$ cat src/hw/rtl/ccs_pkg.sv
// ----------------------------------------------------------------------------
// ccs_pkg: shared types and constants for the chat color code stripper
// Result beat layout, the load bundle between the scanner and the output
// queue, and the character codes used by the scanner.
// ----------------------------------------------------------------------------
package ccs_pkg;

  // Character codes
  localparam logic [7:0] ColorIntro = 8'd3;
  localparam logic [7:0] CommaChar  = 8'd44;
  localparam logic [7:0] BoldCode   = 8'd2;
  localparam logic [7:0] PlainCode  = 8'd15;
  localparam logic [7:0] RevCode    = 8'd22;
  localparam logic [7:0] UlineCode  = 8'd31;
  localparam logic [7:0] DigitLo    = 8'd48;
  localparam logic [7:0] DigitHi    = 8'd57;

  // One result beat
  typedef struct packed {
    logic [7:0] data;
    logic       valid;
    logic       last;
    logic       stripped;
  } res_t;

  // Results of one input beat, handed to the output queue
  typedef struct packed {
    logic       fire;
    logic [1:0] count;
    res_t       r0;
    res_t       r1;
  } load_t;

  function automatic logic is_digit(input logic [7:0] b);
    return (b >= DigitLo) && (b <= DigitHi);
  endfunction

  function automatic logic is_format(input logic [7:0] b);
    return (b == BoldCode) || (b == PlainCode) || (b == RevCode) || (b == UlineCode);
  endfunction

endpackage

$ cat src/hw/rtl/ccs_scan.sv
// ----------------------------------------------------------------------------
// ccs_scan: input register and code scanner
// Holds one input beat, and when the output queue has room decodes it
// against the scan phase, producing up to two result beats.
// ----------------------------------------------------------------------------
module ccs_scan (
  input  logic          clk,
  input  logic          rst,
  input  logic          in_valid,
  output logic          in_ready,
  input  logic [7:0]    in_byte,
  input  logic          in_last,
  input  logic          room,
  output ccs_pkg::load_t load
);
  import ccs_pkg::*;

  localparam logic [2:0] PhText  = 3'd0;
  localparam logic [2:0] PhIntro = 3'd1;
  localparam logic [2:0] PhFg1   = 3'd2;
  localparam logic [2:0] PhFg2   = 3'd3;
  localparam logic [2:0] PhComma = 3'd4;
  localparam logic [2:0] PhBg1   = 3'd5;

  logic       hold_valid;
  logic [7:0] hold_byte;
  logic       hold_last;
  logic [2:0] phase;
  logic       removed;

  logic [2:0] phase_next;
  logic       removed_next;
  logic       go_text;
  logic       comma_out;
  logic       byte_out;
  logic       tail_comma;
  logic       dig;
  logic       fire;

  assign fire     = hold_valid && room;
  assign in_ready = !hold_valid || fire;
  assign dig      = is_digit(hold_byte);

  // Input register
  always_ff @(posedge clk) begin
    if (rst) begin
      hold_valid <= 1'b0;
    end else if (in_valid && in_ready) begin
      hold_valid <= 1'b1;
    end else if (fire) begin
      hold_valid <= 1'b0;
    end
    if (in_valid && in_ready) begin
      hold_byte <= in_byte;
      hold_last <= in_last;
    end
  end

  // Phase decode
  always_comb begin
    phase_next   = phase;
    removed_next = removed;
    go_text      = 1'b0;
    comma_out    = 1'b0;
    byte_out     = 1'b0;
    unique case (phase)
      PhIntro: begin
        if (dig) begin
          phase_next   = PhFg1;
          removed_next = 1'b1;
        end else begin
          go_text = 1'b1;
        end
      end
      PhFg1: begin
        if (dig) begin
          phase_next   = PhFg2;
          removed_next = 1'b1;
        end else begin
          go_text = 1'b1;
        end
      end
      PhFg2: begin
        if (hold_byte == CommaChar) begin
          phase_next = PhComma;
        end else begin
          go_text = 1'b1;
        end
      end
      PhComma: begin
        if (dig) begin
          phase_next   = PhBg1;
          removed_next = 1'b1;
        end else begin
          comma_out = 1'b1;
          go_text   = 1'b1;
        end
      end
      PhBg1: begin
        if (dig) begin
          phase_next   = PhText;
          removed_next = 1'b1;
        end else begin
          go_text = 1'b1;
        end
      end
      default: go_text = 1'b1;
    endcase
    // plain text handling
    if (go_text) begin
      phase_next = PhText;
      if (hold_byte == ColorIntro) begin
        phase_next   = PhIntro;
        removed_next = 1'b1;
      end else if (is_format(hold_byte)) begin
        removed_next = 1'b1;
      end else begin
        byte_out = 1'b1;
      end
    end
  end

  // held comma at end of string is kept
  assign tail_comma = hold_last && (phase_next == PhComma);

  // Result assembly
  always_comb begin
    load.fire  = fire;
    load.r0    = '0;
    load.r1    = '0;
    load.count = 2'd0;
    if (comma_out) begin
      load.r0.data  = CommaChar;
      load.r0.valid = 1'b1;
      load.count    = 2'd1;
      if (byte_out) begin
        load.r1.data  = hold_byte;
        load.r1.valid = 1'b1;
        load.count    = 2'd2;
      end
    end else if (byte_out) begin
      load.r0.data  = hold_byte;
      load.r0.valid = 1'b1;
      load.count    = 2'd1;
    end else if (tail_comma) begin
      load.r0.data  = CommaChar;
      load.r0.valid = 1'b1;
      load.count    = 2'd1;
    end
    // end marker goes on the final beat
    if (hold_last) begin
      if (load.count == 2'd2) begin
        load.r1.last     = 1'b1;
        load.r1.stripped = removed_next;
      end else begin
        load.count       = 2'd1;
        load.r0.last     = 1'b1;
        load.r0.stripped = removed_next;
      end
    end
  end

  // Scan state
  always_ff @(posedge clk) begin
    if (rst) begin
      phase   <= PhText;
      removed <= 1'b0;
    end else if (fire) begin
      if (hold_last) begin
        phase   <= PhText;
        removed <= 1'b0;
      end else begin
        phase   <= phase_next;
        removed <= removed_next;
      end
    end
  end

endmodule

$ cat src/hw/rtl/ccs_out_buf.sv
// ----------------------------------------------------------------------------
// ccs_out_buf: two-entry result queue
// Takes the one or two result beats of an input beat at once and hands
// them out one per cycle while the receiver takes them.
// ----------------------------------------------------------------------------
module ccs_out_buf (
  input  logic           clk,
  input  logic           rst,
  input  ccs_pkg::load_t load,
  output logic           room,
  output logic           out_valid,
  input  logic           out_ready,
  output ccs_pkg::res_t  head
);
  import ccs_pkg::*;

  logic [1:0] cnt;
  res_t       slot0;
  res_t       slot1;
  logic       pop;

  assign out_valid = (cnt != 2'd0);
  assign pop       = out_valid && out_ready;
  assign room      = (cnt == 2'd0) || ((cnt == 2'd1) && out_ready);
  assign head      = slot0;

  // Queue update: a load only lands when the queue is empty or drains this cycle
  always_ff @(posedge clk) begin
    if (rst) begin
      cnt <= 2'd0;
    end else if (load.fire) begin
      cnt <= load.count;
    end else if (pop) begin
      cnt <= cnt - 2'd1;
    end
    if (load.fire) begin
      slot0 <= load.r0;
      slot1 <= load.r1;
    end else if (pop) begin
      slot0 <= slot1;
    end
  end

endmodule

$ cat src/hw/rtl/chat_color_code_stripper.sv
// Path: an accepted input beat is held in the input register, then loaded into the result queue.
// Throughput: one input beat per cycle while the output is taken every cycle;
// an input beat that yields two result beats (a released comma plus a byte)
// holds off the next input beat until the two-entry result queue is down to one entry.
// Reset: synchronous, active high; clears the queue, input register and scan
// phase to plain text with the removed flag cleared.
// ----------------------------------------------------------------------------
// chat_color_code_stripper: top level
// Strips chat formatting and color codes from a byte stream and flags on the
// final beat whether anything was removed.
// ----------------------------------------------------------------------------
module chat_color_code_stripper (
  input  logic       clk,
  input  logic       rst,
  input  logic       in_valid,
  output logic       in_ready,
  input  logic [7:0] in_byte,
  input  logic       in_last,
  output logic       out_valid,
  input  logic       out_ready,
  output logic [7:0] out_byte,
  output logic       byte_valid,
  output logic       out_last,
  output logic       stripped_any
);
  import ccs_pkg::*;

  load_t load;
  res_t  head;
  logic  room;

  ccs_scan u_scan (
    .clk      (clk),
    .rst      (rst),
    .in_valid (in_valid),
    .in_ready (in_ready),
    .in_byte  (in_byte),
    .in_last  (in_last),
    .room     (room),
    .load     (load)
  );

  ccs_out_buf u_buf (
    .clk       (clk),
    .rst       (rst),
    .load      (load),
    .room      (room),
    .out_valid (out_valid),
    .out_ready (out_ready),
    .head      (head)
  );

  // Result fields
  assign out_byte     = head.data;
  assign byte_valid   = head.valid;
  assign out_last     = head.last;
  assign stripped_any = head.stripped;

endmodule

$ cat config.mk
export PLATFORM = sky130hd
export DESIGN_NAME = chat_color_code_stripper
export DESIGN_NICKNAME = d
export VERILOG_FILES = /design/src/hw/rtl/ccs_pkg.sv /design/src/hw/rtl/ccs_scan.sv /design/src/hw/rtl/ccs_out_buf.sv /design/src/hw/rtl/chat_color_code_stripper.sv
export SDC_FILE = /design/constraint.sdc
export NUM_CORES = 1
export LEC_CHECK = 0
export ABC_AREA = 1
export CORE_MARGIN = 2
export CORE_UTILIZATION = 60
export DETAILED_ROUTE_END_ITERATION = 8
export DONT_BUFFER_PORTS = 1
export PLACE_DENSITY = 0.76
export SYNTH_ARGS = -nofsm -noshare
export SYNTH_HDL_FRONTEND = slang
export SYNTH_SLANG_ARGS = --single-unit
$ cat constraint.sdc
create_clock -name clk -period 2.7 [get_ports clk]
set_clock_uncertainty 0.15 [all_clocks]
set_input_delay 0.405 -clock clk [delete_from_list [all_inputs] [get_ports clk]]
set_output_delay 0.405 -clock clk [all_outputs]
set_load 0.005 [all_outputs]
* Word level (Yosys, flattened, before mapping)
Index checks and enable logic that the tools add are counted.
** Word-level totals
- Input port bits :: 13
- Bits in registers :: 38
- Word-level logic and storage cells :: 88
- Output and inout port bits :: 13
** Operators by class
- $lt $le $gt $ge :: 2
- Mux-type cells :: 38
- Equality and inequality tests :: 14
- Add/subtract/negate cells :: 1
- Reductions and logical operators :: 19
** Operators by type and width (number)
- two-way mux 11 bit :: 3
- two-way mux 3 bit :: 7
- two-way mux 10 bit :: 2
- equality test 8 x 2 -> 1 bit, second input constant :: 2
- equality test 8 x 5 -> 1 bit, second input constant :: 2
- two-way mux 1 bit :: 16
- two-way mux 2 bit :: 8
- case mux 3 bit (5 select lines) :: 1
- equality test 3 bit, second input constant :: 3
- equality test 8 x 4 -> 1 bit, second input constant :: 1
- equality test 8 x 6 -> 1 bit, second input constant :: 1
- greater-or-equal comparator 8 x 6 -> 1 bit, second input constant :: 1
- less-or-equal comparator 8 x 6 -> 1 bit, second input constant :: 1
- equality test 3 x 2 -> 1 bit, second input constant :: 2
- logical AND 1 bit :: 6
- nonzero test 2 bit :: 3
- logical OR 1 bit :: 5
- AND reduction 2 bit :: 2
- OR reduction 4 bit :: 1
- equality test 3 x 1 -> 1 bit, second input constant :: 1
- equality test 2 x 1 -> 1 bit, second input constant :: 1
- equality test 2 bit, second input constant :: 1
- logical NOT 2 bit :: 1
- case mux 1 bit (2 select lines) :: 1
- 2 further kinds :: 2

* Logic depth before layout (Yosys ltp)
Gate-level depths: netlist of run 1.
- Word-level depth :: 14
- Depth in mapped cells :: 13
- Gate-level depth less buffers :: 13

* Cells and area by module
Synthesis of run 1 repeated with hierarchy kept, for this count alone.
** Second synthesis, totals
- Cell total of the unflattened synthesis :: 237
- Area total of the unflattened synthesis :: 2000.7 um2
** By module, submodules not included
- ccs_scan :: cells an instance 152, seq. area each 370.4 um2, area an instance 1046.0 um2, times used 1
- ccs_out_buf :: cells an instance 85, seq. area each 700.7 um2, area an instance 954.7 um2, times used 1

* Worst setup path before layout of run 1
No wires, ideal clock.
- Path type :: register to register
- From :: reg u_buf.cnt[0]
- To :: reg u_buf.slot0, in the netlist u_buf.head[2], data pin
- Path buffers :: 1
- Clock period less this slack :: 1795 ps
- Required time :: 2288 ps
- Cell stages (with the launch flop) :: 9
- Library setup time :: 262 ps
- Arrival time :: 1384 ps
- Setup slack :: 905 ps
- Cells stage by stage :: dfxtp_1 -> inv_1 -> ha_1 -> a21oi_1 -> nor2_4 -> inv_2 -> buf_2 -> nand2_1 -> o21ai_0
** On the way
- Word-level cells in the longest chain between the ends :: 5
- Elaborated cells between the ends (all ways) :: 6
- Those cells by class :: eq/ne (1); mux (1); reduce/logical (4)
** RTL lines
- start: declaration :: line ccs_out_buf.sv:17 : logic [1:0] cnt;
- start signal: assignment :: line ccs_out_buf.sv:32 : cnt <= load.count;
- start signal: assignment :: line ccs_out_buf.sv:34 : cnt <= cnt - 2'd1;
- equality test 2 x 1 -> 1 bit :: line ccs_out_buf.sv:24 : assign room = (cnt == 2'd0) || ((cnt == 2'd1) && out_ready);
- logical AND 1 bit :: line ccs_out_buf.sv:24
- logical OR 1 bit (*) :: line ccs_out_buf.sv:24
- logical AND 1 bit (*) :: line ccs_scan.sv:40 : assign fire = hold_valid && room;
- net u_scan.fire :: line ccs_scan.sv:38 : logic fire;
- two-way mux 11 bit (*) :: line ccs_out_buf.sv:36 : if (load.fire) begin
- end signal: assignment :: line ccs_out_buf.sv:37 : slot0 <= load.r0;
- end signal: assignment :: line ccs_out_buf.sv:40 : slot0 <= slot1;
- end: declaration :: line ccs_out_buf.sv:18 : res_t slot0;
Mark *: on every way through the listed nets, which the timed path passes. The rest lies on a longest branch.
A chain may end at the register's enable or synchronous reset.

* Worst setup path in the final report of run 1
- From :: reg u_buf.cnt[0]
- To :: out in_ready
** On the way
- Word-level cells in the longest chain between the ends :: 5
- Elaborated cells between the ends (all ways) :: 6
- Those cells by class :: eq/ne (1); reduce/logical (5)
** RTL lines
- equality test 2 x 1 -> 1 bit :: line ccs_out_buf.sv:24
- logical AND 1 bit :: line ccs_out_buf.sv:24
- logical OR 1 bit (*) :: line ccs_out_buf.sv:24
- logical AND 1 bit (*) :: line ccs_scan.sv:40
- logical OR 1 bit (*) :: line ccs_scan.sv:41 : assign in_ready = !hold_valid || fire;
- end: declaration :: line chat_color_code_stripper.sv:16 : output logic in_ready,
Every way passes the cells marked *; elsewhere a longest branch is shown, timed or not.

==> results of run 1 <==
[layer usage]
metal,wire length (um),track usage,share of wire
met2,1510,0.331,0.49
met5,0,0,0
met4,76,0.108,0.025
met3,132,0.0714,0.043
met1,1340,0.258,0.44
[through the flow]
| step | worst slack [ns] | hold slack (ns) | cells | power, mW | utilization |
|---|---|---|---|---|---|
| floorplan | 0.905 | 0.289 | 207 | 1.15 | - |
| global placement | 0.820 | 0.299 | 249 | 1.19 | 0.641 |
| detailed placement | 0.705 | 0.301 | 249 | 1.21 | 0.641 |
| CTS | 0.662 | 0.0586 | 267 | 1.70 | 0.709 |
| global route | 0.444 | 0.0655 | 267 | 1.80 | 0.709 |
| finish | 0.679 | 0.0694 | 267 | 1.69 | 0.709 |
[cell families (layout without fill, tap and decap cells)]
family	after synthesis	after routing
adder cells (fa/ha/maj)	2	2
buffers and inverters	32	48
flip-flops	38	38
AND/OR/NAND/NOR	111	111
AO/OA/AOI/OAI	24	24
[critical path, cell delays in order, from the launching register on]
cell     delay [ns]
dfxtp_1        0.37
inv_1          0.07
ha_1           0.24
a21oi_1        0.27
nand2_1        0.17
[power by group]
part	switching (mW)	leakage (nW)	total [mW]	internal, mW
sequential	0.0579	0.358	0.874	0.816
combinational	0.233	0.492	0.334	0.101
clock	0.190	0.0554	0.479	0.290
[path summary, 6_finish.rpt]
kind / depth (start not counted) / to / slack (ns)
setup / recovery: 4 / in_ready / 0.68
hold / removal: 2 / u_buf.cnt[0] / 0.07
setup reg to reg: 9 / u_buf.cnt[0] / 0.69
hold reg to reg: 2 / u_buf.cnt[1] / 0.32
[cell usage in the layout, fill, tap and decap left out, drive strengths merged]
cell type / netlist / final
o31ai: 3 / 3
o21a: 1 / 1
a21oi: 9 / 9
nand3: 9 / 9
bufinv: 0 / 2
dfxtp: 7 / 7
clkinv: 1 / 2
nor2: 32 / 32
nand2: 66 / 66
ha: 2 / 2
clkbuf: 0 / 5
o21bai: 1 / 1
o211ai: 4 / 4
nor3: 2 / 2
o21ai: 6 / 6
inv: 29 / 29
nand4: 2 / 2
edfxtp: 31 / 31
dlygate4sd3: 0 / 10
[cell type report]
class                      count  area [sq um]
clock buffer                   5          37.5
clock inverter                 3          68.8
fill                         210           881
inverter                      30           115
multi-input combinational    137           699
sequential                    38          1070
tap                           44          55.1
timing repair buffer          10           100
[what timing repair did]
item,4_1_cts,5_1_grt
hold buffers,10,0
endpoints found under the hold margin,15,0
endpoints found under the setup margin,0,0
[state kept, by name, summed over array words and instances, names as in the netlist]
signal             count
u_scan.removed         1
u_scan.phase           3
u_scan.hold_last       1
u_buf.slot1           11
u_scan.hold_byte       8
u_buf.cnt              2
u_scan.hold_valid      1
u_buf.head            11
==> impl_results.md, run 1 <==
* RSZ-0062 raised after global routing: false
* Post-layout min period at about 2 ns
* CP max FO at 4
* Top cells by area, synth: edfxtp_1 (49%), nand2_1 (11%), dfxtp_1 (7.4%), nor2_1 (4.8%), inv_1 (4.2%)
* Die area at about 0.0036 sq mm
* H-tree levels at 2
* Placer congestion estimate at 0.857
* Max IR drop VDD at approximately 0.00048 V
* Number of global-route vias before repair at ~1300
* Primary FF master, synth: edfxtp_1
* Worst reg2reg startpoint: u_buf.cnt[0]
* Synthesized instance count at 207
* Top Ports at 26
* Number of port buffers at 0
* DRC at 0
* Area delta synth->final at 13.3%
* Final Cycle Share at 0.748
* Max_cap viols at 0
* Setup_tns at 0 ns
* Post-detail-place hpwl at 2.33 mm
* Num CTS Buffers at 5
* Worst slew margin at 0.687
* Most frequent cell after synthesis: nand2_1
* Syn Nets at approximately 220
* Hold path start: rst
* Post-synth cell types at 27
* Finished Cell Area at around 0.0021 sq mm
* Average wire per standard cell at about 11 um
* CTS root buf: clkbuf_4
* GRT overflow at 0
* Multiplexer share of the synthesized area at 0
* Synthesis Warnings at 0
* Clock Latency Late Sink at 0.35 ns
* Main combinational cell family by area after synthesis: simple AND/OR/NAND/NOR gates
* Number of synthesized flops with an enable pin at 31
* Async S/R FF share, synth at 0
* Worst Setup SP: u_buf.cnt[0]
* Req. time, crit path at ~2.1 ns
* Post-Synth Adder-Cell Area at 0.0132
* Synth Area in Simple Gates at 0.281
* Initial antenna violation count at 0
* Top-area cell type share of the netlist area at 0.491
* Fin. Hold Viols at 0
* Initial DRC Count at between 40 and 50
* Clock transition at path regs at between 0.1 and 0.15 ns
* Number of core rows at 20
* Synth Area in Compound Gates at 0.0752
* Maximum buffer depth of the clock tree at 2
* Cell Area, Synth at around 0.0019 sq mm
* Area after DPL at just under 0.002 sq mm
* Die W at approximately 60 um
* Xor-xnor portion of the synthesized cell area at 0
* Critical Path Sink Type: output pin
* Commonest cells in the synthesized netlist: nand2_1 (58), edfxtp_1 (31), nor2_1 (24)
* Seq cells post-synth at 38
* CTS tree: yes
* Postcts setup bufs at 0
* Worst path arrival time at between 1 and 1.5 ns
* Largest net degree at the start of global routing at 20
* Chip height at approximately 60 um
* Number of clock sinks at 38
* Setup Viol. Count Final at 0
* Global-route wire length before repair at ~5.5 mm
* HP Class: in2reg
* Share of cells above drive strength 1 at 0.157
* Final WL at between 3 and 4 mm
* Startpoint types: flop
* Status: completed
* First-pass detailed-route iteration total at 4
* Number of gates resized after cts at 0
* Initial Util at 0.626
* Slew Limit Fails at 0
* Post-DRT Antenna Nets at 0
* Nets at around 240
* Largest area contributor in the netlist: edfxtp_1
* GRT Total Usage at 0.211
* Via Count at around 1400
* Core area at just over 0.003 sq mm
* Sequential element share of the synthesized area at 0.565
* Kind of critical path: reg2out
* Leakage power at between 0.9 and 1 nW
* Ant. Diodes at 0
* Power per Cell Area at a little under 800 mW/mm^2
* Post-synthesis area per instance at 9.16 sq um
* Fmax at about 500 MHz
* Worst slew pin tran at around 0.47 ns
* Post-DR vias/cell at between 5 and 6
(Power assumes the default switching activity.)
==> run 2: changes to the inputs <==
- CORE_UTILIZATION: 60 -> 56
- PLACE_DENSITY: 0.76 -> 0.74
- clock period: 2.7 -> 1.8 ns (I/O delays scaled with it)
==> run 2 against run 1 <==
- the flow now finishes with violations (negative setup slack)
- die area rose by 6.7%
- highest routed layer unchanged
- via count rose by 13%
- non-clock buffer count rose by 21
==> impl_results.md, run 2 (synthesis gave the netlist of run 1 again) <==
* Status: finished with violations (was completed)
* Fin. Hold Viols at 0 (unchanged)
* Met2 GRT Util at 0.408 (was 0.331)
* Average wire per standard cell at 14.2 um (was 11.5 um)
* DRC at 0 (unchanged)
* Startpoint types: flop (unchanged)
* CTS tree: yes (unchanged)
* Global routing's busiest layer: met2 (unchanged)
* Grt met1 use at 0.245 (was 0.258)
* Leakage power at 0.993 nW (was 0.905 nW)
* Slew Limit Fails at 0 (unchanged)
* Fmax at ~540 MHz
* Filler-free cell count of the finished design at 290 (was 267)
* Chip height at 62.2 um (was 60.2 um)
* Placed cells at 258 (was 249)
* Worst path arrival time at 1.80 ns (was 1.47 ns)
* Initial antenna violation count at 0 (unchanged)
* GRT Total Usage at 0.221 (was 0.211)
* Max_cap viols at 0 (unchanged)
* Switching Power at 0.846 mW (was 0.481 mW)
* Final setup margin at -0.0400 ns (was 0.679 ns)
* Global-route wire length before repair at 6.67 mm (was 5.45 mm)
* GRT overflow at 0 (unchanged)
* Area delta synth->final at 27.0% (was 13.3%)
* Grt met3 use at 0.0471 (was 0.0714)
* Die W at 62.2 um (was 60.2 um)
* CP top delay family: simple AND/OR/NAND/NOR gates (was flip-flops)
* Internal power at 1.67 mW (was 1.21 mW)
* Kind of critical path: reg2reg (was reg2out)
* Number of global-route vias before repair at 1530 (was 1322)
* Die area at 0.00387 sq mm (was 0.00362 sq mm)
* Max IR drop VDD at 0.000560 V (was 0.000483 V)
* Area occupied by multi-input gates at 836 sq um (was 699 sq um)
* Setup_tns at -0.160 ns (was 0 ns)
* Placer congestion estimate at 0.838 (was 0.857)
* Slowest CP cell: edfxtp_1 (was dfxtp_1)
* Nets at 258 (was 237)
* Req. time, crit path at 1.76 ns (was 2.14 ns)
* Number of port buffers at 0 (unchanged)
* Worst slew margin at 0.762 (was 0.687)
* Most frequent cells in the layout: nand2_1 (50), edfxtp_1 (31), buf_4 (19) (was nand2_1 (58), edfxtp_1 (31), nor2_1 (24))
* CTS root buf: clkbuf_4 (unchanged)
* Comb pwr share at 0.299 (was 0.198)
* Via Count at 1552 (was 1377)
* Largest net degree at the start of global routing at 20 (unchanged)
* Setup Viol. Count Final at 10 (was 0)
* Most common cell after layout, fill and taps aside: nand2_1 (unchanged)
* Number of core rows at 21 (was 20)
* Post-DRT Antenna Nets at 0 (unchanged)
* Post-detail-place hpwl at 2.69 mm (was 2.33 mm)
* Number of clock sinks at 38 (unchanged)
* Flop pwr share at 0.532 (was 0.518)
* Final Core Density at 0.733 (was 0.709)
* Sequential cell area at 0.00107 sq mm (about the same)
* Violated checks: negative setup slack
* Clock Latency Late Sink at 0.35 ns (about the same)
* Maximum buffer depth of the clock tree at 2 (unchanged)
* Core area at 0.00328 sq mm (was 0.00303 sq mm)
* Clock transition at path regs at 0.11 ns (about the same)
* Sw Ratio at 0.336 (was 0.285)
* Max incr delay on CP at 0.48 ns (was 0.37 ns)
* CP Cell Sequence: nor2_2 -> nor2_2 -> nor2_4 -> nand2_2 -> nand2_4 -> inv_4 -> nand2_4 -> nand2_2 -> nor2_4 -> o21ai_1 (was inv_1 -> ha_1 -> a21oi_1 -> nand2_1)
* Worst Setup SP: u_scan.hold_byte[1] (was u_buf.cnt[0])
* Share of cells above drive strength 1 at 0.365 (was 0.157)
* Final Cycle Share at 1.02
* Post-layout min period at about 1.8 ns
* Clk pwr share at 0.170 (was 0.284)
* Power per Cell Area at 1050 mW/mm^2 (was 786 mW/mm^2)
* CP max FO at 7 (was 4)
* Final WL at 4.13 mm (was 3.07 mm)
* RSZ-0062 raised after global routing: true (was false)
* Worst slew pin tran at 0.357 ns (was 0.470 ns)
* Hold path start: out_ready (was rst)
* Initial DRC Count at 80 (was 43)
* Post-DR vias/cell at 5.35 (was 5.16)
* Top Ports at 26 (unchanged)
* Num CTS Buffers at 5 (unchanged)
* First-pass detailed-route iteration total at 4 (unchanged)
* HP Class: in2reg (unchanged)
* Fillers at 213 (was 210)
* Ant. Diodes at 0 (unchanged)
* CP Buf/Inv Count at 1 (unchanged)
* Initial Util at 0.577 (was 0.626)
* H-tree levels at 2 (unchanged)
* Critical Path Sink Type: flop (was output pin)
* Worst reg2reg startpoint: u_scan.hold_byte[1] (was u_buf.cnt[0])
run 2: changes by cell type in the layout (fill, tap and decap cells not counted), moves of 5 or more:
cell     delta
nand2_2     +8
nor2_1     -14
inv_2       +5
nor2_2      +8
nand2_1     -8
buf_4      +19
nor2_4      +6
inv_1       -6
run 2: routing by layer:
layer | wire length, um | vias up
met5 | 0 | -
met4 | 88 | 0
met3 | 228 | 11
met2 | 2240 | 56
met1 | 1570 | 739
li1 | - | 746
run 2: final cells by class:
cell class / count / area share
multi-input cells: 137 / 0.347
flip-flops and latches: 38 / 0.446
clock buffers: 6 / 0.0172
inverters: 30 / 0.0489
well taps: 46 / 0.0239
clock inverters: 2 / 0.00364
repair buffers: 31 / 0.113
run 2: path summary, 6_finish.rpt:
path / cells past startpoint / slack, ns / end
worst min-delay path: 4 / 0.08 / u_buf.cnt[1]
worst max-delay path: 10 / -0.04 / u_buf.head[2]
worst max register to register: 10 / -0.04 / u_buf.head[2]
worst min register to register: 2 / 0.35 / u_buf.cnt[1]
run 2: power by group through the flow:
| stage | Sequential, mW | Clock [mW] | Combinational [mW] |
|---|---|---|---|
| 3_3_place_gp | 1.33 | 0 | 0.545 |
| 2_1_floorplan | 1.32 | 0 | 0.402 |
| 6_report | 1.34 | 0.427 | 0.752 |
| 5_1_grt | 1.35 | 0.465 | 0.836 |
| 3_5_place_dp | 1.35 | 0 | 0.579 |
| 4_1_cts | 1.33 | 0.426 | 0.651 |
run 2: per-stage QoR:
step                setup WS [ns]  hold slack, ns  area [sq um]  power, mW
floorplan                 0.00457           0.189          1900       1.72
global placement           0.0340           0.190          2010       1.87
detailed placement       -0.00293           0.193          2010       1.93
CTS                       0.00534          0.0918          2230       2.41
global route               -0.129           0.109          2410       2.66
finish                    -0.0400          0.0797          2410       2.52
run 2: tightest hold or removal path, delay by kind of cell:
family          cells  cell delay (ns)
buf+inv             1             0.07
compound gates      2             0.16
simple gates        1             0.06
run 2: timing repair:
item | in CTS | in global routing
resized for setup | 10 | 38
buffers inserted | 5 | 8
hold endpoints to repair | 16 | 0
endpoints found under the setup margin | 2 | 28
cloned | 0 | 0
pin swaps | 9 | 16
hold buffers | 11 | 0
